--- src/sv/ms_pkg.sv ---
// Shared types and constants for the merge sorter.
// Used by ms_store, ms_seq and merge_sorter; depends on nothing.
`timescale 1ns / 1ps

package ms_pkg;

  localparam int unsigned DEPTH  = 64;
  localparam int unsigned ADDR_W = $clog2(DEPTH);
  localparam int unsigned CNT_W  = $clog2(DEPTH + 1);
  localparam int unsigned DATA_W = 32;

  typedef logic [ADDR_W-1:0]        addr_t;
  typedef logic [CNT_W-1:0]         cnt_t;
  typedef logic [CNT_W:0]           sum_t;
  typedef logic signed [DATA_W-1:0] data_t;

  typedef enum logic [2:0] {
    ST_LOAD,
    ST_PASS,
    ST_RUN,
    ST_M_RD,
    ST_M_WR,
    ST_O_RD,
    ST_O_WR
  } state_e;

  // Request to the two memories; sel 0 names memory A, 1 names memory B.
  typedef struct packed {
    logic  we;
    logic  wsel;
    addr_t waddr;
    data_t wdata;
    logic  rsel;
    addr_t raddr0;
    addr_t raddr1;
  } mem_req_t;

  typedef struct packed {
    logic  valid;
    data_t value;
    logic  last;
    logic  trunc;
  } res_t;

endpackage

--- src/sv/ms_seq.sv ---
// Load, merge-pass and readout sequencer of the merge sorter.
// Drives ms_store through a mem_req_t; depends on ms_pkg.
`timescale 1ns / 1ps

module ms_seq (
  input  logic             clk_i,
  input  logic             rst_ni,
  input  logic             in_valid_i,
  output logic             in_ready_o,
  input  ms_pkg::data_t    value_i,
  input  logic             last_i,
  output ms_pkg::mem_req_t req_o,
  input  ms_pkg::data_t    rdata0_i,
  input  ms_pkg::data_t    rdata1_i,
  output ms_pkg::res_t     res_o,
  input  logic             res_ready_i
);

  ms_pkg::state_e state_q, state_d;
  ms_pkg::cnt_t   cnt_q, cnt_d;
  logic           drop_q, drop_d;
  ms_pkg::cnt_t   w_q, w_d;
  ms_pkg::cnt_t   lo_q, lo_d;
  ms_pkg::cnt_t   mid_q, mid_d;
  ms_pkg::cnt_t   hi_q, hi_d;
  ms_pkg::cnt_t   a_q, a_d;
  ms_pkg::cnt_t   b_q, b_d;
  ms_pkg::cnt_t   k_q, k_d;
  ms_pkg::cnt_t   i_q, i_d;
  logic           src_q, src_d;

  ms_pkg::sum_t mid_sum, hi_sum;
  ms_pkg::cnt_t k_inc, i_inc;
  logic         take_left;
  logic         out_last;

  always_ff @(posedge clk_i or negedge rst_ni) begin
    if (!rst_ni) begin
      state_q <= ms_pkg::ST_LOAD;
      cnt_q   <= '0;
      drop_q  <= 1'b0;
      w_q     <= '0;
      lo_q    <= '0;
      mid_q   <= '0;
      hi_q    <= '0;
      a_q     <= '0;
      b_q     <= '0;
      k_q     <= '0;
      i_q     <= '0;
      src_q   <= 1'b0;
    end else begin
      state_q <= state_d;
      cnt_q   <= cnt_d;
      drop_q  <= drop_d;
      w_q     <= w_d;
      lo_q    <= lo_d;
      mid_q   <= mid_d;
      hi_q    <= hi_d;
      a_q     <= a_d;
      b_q     <= b_d;
      k_q     <= k_d;
      i_q     <= i_d;
      src_q   <= src_d;
    end
  end

  // Run bounds, clipped to the element count.
  assign mid_sum = {1'b0, lo_q} + {1'b0, w_q};
  assign hi_sum  = mid_sum + {1'b0, w_q};
  assign k_inc   = k_q + ms_pkg::cnt_t'(1);
  assign i_inc   = i_q + ms_pkg::cnt_t'(1);
  assign out_last = (i_inc == cnt_q);
  // Left run wins ties, so equal values keep their run order.
  assign take_left = (a_q < mid_q) && ((b_q >= hi_q) || (rdata0_i <= rdata1_i));

  always_comb begin
    state_d = state_q;
    cnt_d   = cnt_q;
    drop_d  = drop_q;
    w_d     = w_q;
    lo_d    = lo_q;
    mid_d   = mid_q;
    hi_d    = hi_q;
    a_d     = a_q;
    b_d     = b_q;
    k_d     = k_q;
    i_d     = i_q;
    src_d   = src_q;

    in_ready_o   = 1'b0;
    req_o        = '0;
    req_o.rsel   = src_q;
    req_o.raddr0 = a_q[ms_pkg::ADDR_W-1:0];
    req_o.raddr1 = b_q[ms_pkg::ADDR_W-1:0];
    res_o        = '0;

    case (state_q)
      ms_pkg::ST_LOAD: begin
        in_ready_o = 1'b1;
        if (in_valid_i) begin
          if (cnt_q < ms_pkg::cnt_t'(ms_pkg::DEPTH)) begin
            req_o.we    = 1'b1;
            req_o.wsel  = 1'b0;
            req_o.waddr = cnt_q[ms_pkg::ADDR_W-1:0];
            req_o.wdata = value_i;
            cnt_d       = cnt_q + ms_pkg::cnt_t'(1);
          end else begin
            drop_d = 1'b1;
          end
          if (last_i) begin
            w_d     = ms_pkg::cnt_t'(1);
            src_d   = 1'b0;
            state_d = ms_pkg::ST_PASS;
          end
        end
      end

      ms_pkg::ST_PASS: begin
        if (w_q >= cnt_q) begin
          i_d     = '0;
          state_d = ms_pkg::ST_O_RD;
        end else begin
          lo_d    = '0;
          state_d = ms_pkg::ST_RUN;
        end
      end

      ms_pkg::ST_RUN: begin
        mid_d   = (mid_sum < {1'b0, cnt_q}) ? mid_sum[ms_pkg::CNT_W-1:0] : cnt_q;
        hi_d    = (hi_sum < {1'b0, cnt_q}) ? hi_sum[ms_pkg::CNT_W-1:0] : cnt_q;
        a_d     = lo_q;
        b_d     = mid_d;
        k_d     = lo_q;
        state_d = ms_pkg::ST_M_RD;
      end

      ms_pkg::ST_M_RD: begin
        state_d = ms_pkg::ST_M_WR;
      end

      ms_pkg::ST_M_WR: begin
        req_o.we    = 1'b1;
        req_o.wsel  = !src_q;
        req_o.waddr = k_q[ms_pkg::ADDR_W-1:0];
        req_o.wdata = take_left ? rdata0_i : rdata1_i;
        if (take_left) begin
          a_d = a_q + ms_pkg::cnt_t'(1);
        end else begin
          b_d = b_q + ms_pkg::cnt_t'(1);
        end
        k_d = k_inc;
        if (k_inc == hi_q) begin
          if (hi_q == cnt_q) begin
            w_d     = w_q << 1;
            src_d   = !src_q;
            state_d = ms_pkg::ST_PASS;
          end else begin
            lo_d    = hi_q;
            state_d = ms_pkg::ST_RUN;
          end
        end else begin
          state_d = ms_pkg::ST_M_RD;
        end
      end

      ms_pkg::ST_O_RD: begin
        req_o.raddr0 = i_q[ms_pkg::ADDR_W-1:0];
        state_d      = ms_pkg::ST_O_WR;
      end

      ms_pkg::ST_O_WR: begin
        req_o.raddr0 = i_q[ms_pkg::ADDR_W-1:0];
        res_o.valid  = 1'b1;
        res_o.value  = rdata0_i;
        res_o.last   = out_last;
        res_o.trunc  = drop_q;
        if (res_ready_i) begin
          if (out_last) begin
            cnt_d   = '0;
            drop_d  = 1'b0;
            state_d = ms_pkg::ST_LOAD;
          end else begin
            i_d     = i_inc;
            state_d = ms_pkg::ST_O_RD;
          end
        end
      end

      default: begin
        state_d = ms_pkg::ST_LOAD;
      end
    endcase
  end

endmodule

--- config.mk ---
export PLATFORM = sky130hd
export DESIGN_NAME = ms_seq
export DESIGN_NICKNAME = d
export VERILOG_FILES = /design/src/sv/ms_pkg.sv /design/src/sv/ms_seq.sv
export SDC_FILE = /design/constraint.sdc
export NUM_CORES = 1
export LEC_CHECK = 0
export ABC_AREA = 1
export BUFFER_PORTS_ARGS = -buffer_cell sky130_fd_sc_hd__clkbuf_2
export CELL_PAD_IN_SITES_DETAIL_PLACEMENT = 0
export CELL_PAD_IN_SITES_GLOBAL_PLACEMENT = 1
export CORE_UTILIZATION = 35
export CTS_CLUSTER_SIZE = 16
export DETAILED_ROUTE_END_ITERATION = 10
export GPL_TIMING_DRIVEN = 1
export PLACE_DENSITY_LB_ADDON = 0.1
export SLEW_MARGIN = 20
export SYNTH_ARGS = -nofsm -noshare
export SYNTH_HDL_FRONTEND = slang
export SYNTH_SLANG_ARGS = --single-unit
--- constraint.sdc ---
create_clock -name clk_i -period 4.16 [get_ports clk_i]
set_input_delay 0.208 -clock clk_i [delete_from_list [all_inputs] [get_ports clk_i]]
set_output_delay 0.208 -clock clk_i [all_outputs]
set_load 0.1 [all_outputs]
==> reports/qor.csv, run 1 <==
stage;metric;value;unit
worst_setup_path;crit_type;reg -> reg;
routing;drcViolationCount;0;
cells_and_area;area_delta_synth_final;27.5;%
die;dieArea;21300;um2
worst_setup_path;cp.required;4.44;ns
synthesis;syn_nets;1295;
clock_network;root_buffer;clkbuf_16;
worst_setup_path;r2r_start;w_q[0];
worst_setup_path;arrival;3.92;ns
synthesis;synth_compound_area_frac;0.0941;
clock_network;cts_tree;done;
timing;worst_slew_pin_slew;0.661;ns
synthesis;synth_top_family_by_area;simple AND/OR/NAND/NOR gates;
timing;maxSlewHeadroom;0.559;
worst_setup_path;reg2reg_to;hi_q[5];
cells_and_area;drive_gt1_frac;0.186;
routing;post_drt_wl_per_cell;16.4;um
synthesis;syn_inst;1108;
job;cap_violations;0;
synthesis;yosys.area_share.adder;0.151;
timing;timing.final.ws_setup;0.518;ns
global_routing;grt_pass1_wl;40800;um
clock_network;cts_made_buffers;9;
min_path;min_path_type;in -> reg;
global_routing;grtUsageMet2;0.406;
placement;place_ws;0.318;ns
synthesis;seq_area_frac_synth;0.235;
worst_setup_path;cp-start-kind;register;
timing;fin_skew;0.0111;ns
global_routing;busiest_layer;met2;
synthesis;synth.distinct_cells;43;
placement;numPortBuffers;189;
timing;hold_violations;0;
routing;initialDrtViolationCount;400;
global_routing;grt_max_degree;55;
synthesis;synthSimpleGateAreaFrac;0.350;
timing;max_freq;275;MHz
synthesis;synth_top_flop_cell;dfrtp_1;
routing;dr.pass1.iters;4;
die;dieHeight;146;um
global_routing;grtUsageTotal;0.246;
clock_network;clk_pin_slew_worst_paths;0.06;ns
global_routing;grtUsageMet1;0.307;
global_routing;grt_pass1_vias;7501;
status;status;completed;
synthesis;synth_seq_cells;68;
clock_network;cts.htree.levels;3;
timing;rsz0062_at_grt;false;
synthesis;synth.avg_cell_area;6.54;um2
die;pin_count;190;
clock_network;insertion_delay;0.35;ns
worst_setup_path;cp-endpoint;hi_q[5];
global_routing;grt_antenna_before_repair;0;
worst_setup_path;r2r_cells;21;
clock_network;clock_path_buffers;2;
routing;via_per_inst;5.00;
die;coreArea;20200;um2
synthesis;synth_xor_area_frac;0.0496;
synthesis;syn_area;7240;um2
placement;dp.final_hpwl;19800;um
global_routing;grt_use_met3;0.0636;
synthesis;async_flop_share;1.00;
global_routing;grt_overflow;0;
timing;fin_crit_sh;0.876;
die;dieWidth;146;um
timing;setup_viol;0;
worst_setup_path;critPathMaxFanout;6;
die;start_util;0.358;
timing;slew_viol_final;0;
cells_and_area;fin_nets;1465;
placement;gp_congestion;0.924;
routing;drt-total-wl;25500;um
synthesis;ys_warn_count;0;
synthesis;synth_edf_count;0;
clock_network;clock_sinks;68;
cells_and_area;diodes;0;
routing;vias;7761;
synthesis;synth.area.mux_share;0.00311;
worst_setup_path;ff2ff_setup_slack;0.52;ns
timing;fin_crit;3.64;ns
routing;antenna_left;0;
worst_setup_path;critPathCaptureType;register;
die;row_count;52;
worst_setup_path;startpoint;w_q[0];
==> cell usage in the layout, fill, tap and decap left out, drive strengths merged <==
master       synthesis  layout
bufinv               0       1
o31ai                1       1
a211oi               1       1
o2111ai              1       1
o21bai               2       2
a21o                 3       3
o211ai               1       1
inv                164     164
and2                 1       1
clkbuf              30     169
clkinv               2       4
xor2                25      25
nand3              139     139
a41oi                1       1
dfrtp               68      68
a21oi               38      38
nand4               47      47
a22oi                1       1
nor4                 2       2
mux2                 2       2
o221ai               7       7
o22ai                9       9
ha                  84      84
buf                 16      48
dlygate4sd3          0       1
xnor2               16      16
nand3b               2       2
nand2              287     287
nand2b               1       1
o21ai               53      53
o21a                 2       2
nor2                90      90
fa                   2       2
nor3                10      10
==> sequential cells by signal (all words and copies together) (netlist names) <==
signal and count:
mid_q 7, drop_q 1, hi_q 7, src_q 1, cnt_q 7, state_q 3, i_q 7, w_q 7
lo_q 7, k_q 7, b_q 7, a_q 7
==> critical path: stages, from the launching register on <==
cell and delay (ns):
dfrtp_1 0.44, ha_1 0.20, inv_1 0.06, fa_1 0.40, o21ai_1 0.22, xor2_1 0.22
inv_1 0.12, ha_1 0.31, a21oi_1 0.17, nand2_1 0.09, xor2_1 0.18, inv_1 0.06
ha_1 0.29, a21oi_1 0.13, nor2_1 0.05, inv_1 0.04, nand4_1 0.09, buf_4 0.17
buf_4 0.13, nand2_1 0.06, nand3_1 0.07, nand2_1 0.07
==> Yosys cell counts (9+ instances only) <==
cell	instances	share of area
a21oi_1	37	0.026
clkbuf_1	29	0.015
dfrtp_1	68	0.23
ha_1	84	0.15
inv_1	156	0.081
nand2_1	287	0.15
nand3_1	139	0.096
nand4_1	47	0.041
nor2_1	87	0.045
nor3_1	9	0.0062
o21ai_0	43	0.030
o21ai_1	10	0.0069
o22ai_1	9	0.0078
xnor2_1	16	0.019
xor2_1	25	0.030
==> timing repair <==
| action | 4_1_cts | 5_1_grt |
|---|---|---|
| buffers inserted | 0 | 2 |
| setup endpoints to repair | 0 | 7 |
| endpoints found under the hold margin | 20 | 0 |
| hold buffers | 1 | 0 |
| resized for setup | 0 | 1 |
==> cells by family (layout without fill, tap and decap cells) <==
logic type,Yosys count,count (layout)
flip-flops,68,68
multiplexers,2,2
XOR/XNOR,41,41
buffers and inverters,212,387
AO/OA/AOI/OAI,120,120
adder cells (fa/ha/maj),86,86
AND/OR/NAND/NOR,579,579
==> metal layers <==
layer / vias up / part of all wire / wire, um
li1: 3989 / - / -
met4: 0 / 0.031 / 782
met2: 230 / 0.45 / 11500
met1: 3499 / 0.46 / 11600
met3: 43 / 0.062 / 1570
met5: - / 0 / 0
==> worst min-delay path by stage <==
stage                startpoint          to  slack [ns]  cells after the start
floorplan                rst_ni      a_q[0]       -0.09                      0
global placement         rst_ni      i_q[5]        0.21                      1
detailed placement       rst_ni      i_q[5]        0.21                      1
CTS                 res_ready_i  state_q[2]        0.18                      4
global route        res_ready_i  state_q[2]        0.20                      4
finish              res_ready_i  state_q[2]        0.18                      4
==> cell type report <==
type | count | area (um2)
clock buffer | 13 | 270
clock inverter | 3 | 43.8
fill | 2122 | 11000
inverter | 166 | 623
multi-input combinational | 828 | 4710
sequential | 68 | 1700
tap | 270 | 338
timing repair buffer | 205 | 1550
==> through the flow <==
stage	area, um2	utilization	TNS, ns	hold WS, ns	std cells
after floorplan	7240	-	-1.99	-0.0876	1108
after global placement	8900	0.440	0	0.210	1534
after detailed placement	8900	0.440	0	0.210	1534
after CTS	9220	0.456	0	0.181	1551
after global routing	9240	0.457	0	0.205	1553
final	9240	0.457	0	0.181	1553
Power of run 1 is not shown: default switching activity piles up to over one toggle a cycle in this logic, so the estimate is an artifact.
==> run 2: changes to the inputs <==
- CORE_ASPECT_RATIO: unset -> 1.25
==> reports/qor.csv, run 2 (synthesis results as in run 1) <==
stage;metric;value;unit;change
status;status;completed;;
die;dieHeight;163;um;+12%
routing;drt-total-wl;26100;um;+2.2%
clock_network;clock_path_buffers;2;;unchanged
cells_and_area;fin_nets;1464;;-0.068%
timing;fin_skew;0.0156;ns;+0.00452 ns
timing;hold_violations;0;;unchanged
cells_and_area;filler_cell_count;2208;;+4.1%
routing;antenna_left;0;;unchanged
global_routing;grt_max_degree;96;;+75%
worst_setup_path;critPathCaptureType;register;;
clock_network;cts_tree;done;;
clock_network;cts_setup_buffers;0;;unchanged
timing;fin_crit_sh;0.912;;+0.0367
placement;numPortBuffers;189;;unchanged
timing;rsz0062_at_grt;false;;
cells_and_area;drive_gt1_frac;0.185;;-0.00127
clock_network;clk_pin_slew_worst_paths;0.06;ns;about the same
die;pin_count;190;;unchanged
clock_network;insertion_delay;0.34;ns;about the same
routing;initialDrtViolationCount;419;;+4.8%
routing;via_per_inst;5.01;;+0.35%
worst_setup_path;critPathMaxFanout;9;;+3
global_routing;grtUsageTotal;0.254;;+0.00769
timing;fin_crit;3.80;ns;+0.153 ns
clock_network;cts.htree.levels;3;;unchanged
die;dieArea;21300;um2;about the same
routing;post_drt_wl_per_cell;16.8;um;+2.4%
job;cap_violations;0;;unchanged
die;row_count;58;;+12%
routing;vias;7778;;+0.22%
cells_and_area;final_cell_mix;287 x nand2_1, 156 x inv_1, 156 x clkbuf_2, 139 x nand3_1, 86 x nor2_1;;
timing;slew_viol_final;0;;unchanged
cells_and_area;layout_commonest_cell;nand2_1;;
clock_network;clock_sinks;68;;unchanged
global_routing;grt_antenna_before_repair;0;;unchanged
timing;worst_slew_pin_slew;1.04;ns;+0.383 ns
cells_and_area;stdcell_count;1551;;-0.13%
placement;postPlaceCellArea;8920;um2;+0.22%
timing;maxSlewHeadroom;0.303;;-0.256
clock_network;cts_made_buffers;9;;unchanged
clock_network;root_buffer;clkbuf_16;;
routing;drcViolationCount;0;;unchanged
placement;gp_congestion;0.892;;-3.5%
global_routing;grt_pass1_wl;41000;um;+0.46%
cells_and_area;final_core_util;0.458;;+0.00173
die;coreArea;20200;um2;-0.30%
worst_setup_path;cp-start-kind;register;;
cells_and_area;area_delta_synth_final;27.6;%;about the same
die;dieWidth;131;um;-10%
worst_setup_path;arrival;4.05;ns;+0.13 ns
global_routing;grt_pass1_vias;7566;;+0.87%
placement;dp.final_hpwl;20300;um;+2.5%
min_path;min_path_type;in -> reg;;
die;start_util;0.359;;+0.00107
cells_and_area;fin_area;9250;um2;about the same
worst_setup_path;cp.required;4.41;ns;-0.03 ns
timing;setup_viol;0;;unchanged
global_routing;grt_overflow;0;;unchanged
routing;dr.pass1.iters;5;;+1
worst_setup_path;crit_type;reg -> reg;;
timing;max_freq;264;MHz;-4.0%
cells_and_area;diodes;0;;unchanged
placement;place_inst;1535;;+0.065%
[run 2: cell types whose count changed in the layout (fill, tap and decap cells not counted), sizes merged]
cell and delta:
bufinv +1, clkbuf -2, buf -1
[run 2: final cells by class]
type,count,area (um2),area share
Clock buffer,11,243,0.0263
Sequential cell,68,1700,0.184
Timing Repair Buffer,204,1550,0.168
Clock inverter,4,73.8,0.00798
Multi-Input combinational cell,828,4710,0.510
Tap cell,270,338,0.0365
Inverter,166,623,0.0674
[run 2: what timing repair did]
| action | in CTS | in global routing |
|---|---|---|
| hold endpoints to repair | 30 | 0 |
| gates resized for setup | 0 | 2 |
| setup endpoints to repair | 0 | 4 |
| hold buffers | 1 | 0 |
[run 2: critical path: stages (launching register included)]
cell and delay, ns:
dfrtp_1 0.44, ha_1 0.21, inv_1 0.05, fa_1 0.40
o21ai_1 0.25, xor2_1 0.22, inv_1 0.10, ha_1 0.31
a21oi_1 0.20, nand2_1 0.09, xor2_1 0.20, inv_1 0.07
ha_1 0.29, a21oi_1 0.14, nor2_1 0.05, inv_1 0.04
nand4_1 0.16, buf_4 0.22, nand2_1 0.06, nand2_1 0.04
o21ai_0 0.16
[run 2: path summary, 6_finish.rpt]
path,from,to,slack [ns],cells past startpoint
min in group asynchronous,rst_ni,a_q[5],0.47,2
hold / removal,res_ready_i,state_q[2],0.19,4
setup / recovery,w_q[0],hi_q[3],0.36,20
max in group asynchronous,rst_ni,lo_q[3],2.65,3
hold reg to reg,src_q,src_q,0.49,2
setup reg to reg,w_q[0],hi_q[3],0.36,20
[run 2: per-stage QoR]
stage	setup WS [ns]	TNS, ns	hold slack, ns
2_1_floorplan	-0.332	-1.99	-0.0876
3_3_place_gp	0.428	0	0.319
3_5_place_dp	0.313	0	0.317
4_1_cts	0.279	0	0.200
5_1_grt	0.0105	0	0.254
6_report	0.365	0	0.195
[run 2: per-layer routing]
metal | up-vias | part of all wire | global-route usage | routed length [um]
met3 | 33 | 0.052 | 0.0404 | 1350
met4 | 0 | 0.026 | 0.0825 | 665
met5 | - | 0 | 0 | 0
met1 | 3544 | 0.42 | 0.315 | 11100
met2 | 237 | 0.50 | 0.442 | 13000
li1 | 3964 | - | - | -
Power of run 2 is left out for the same reason.
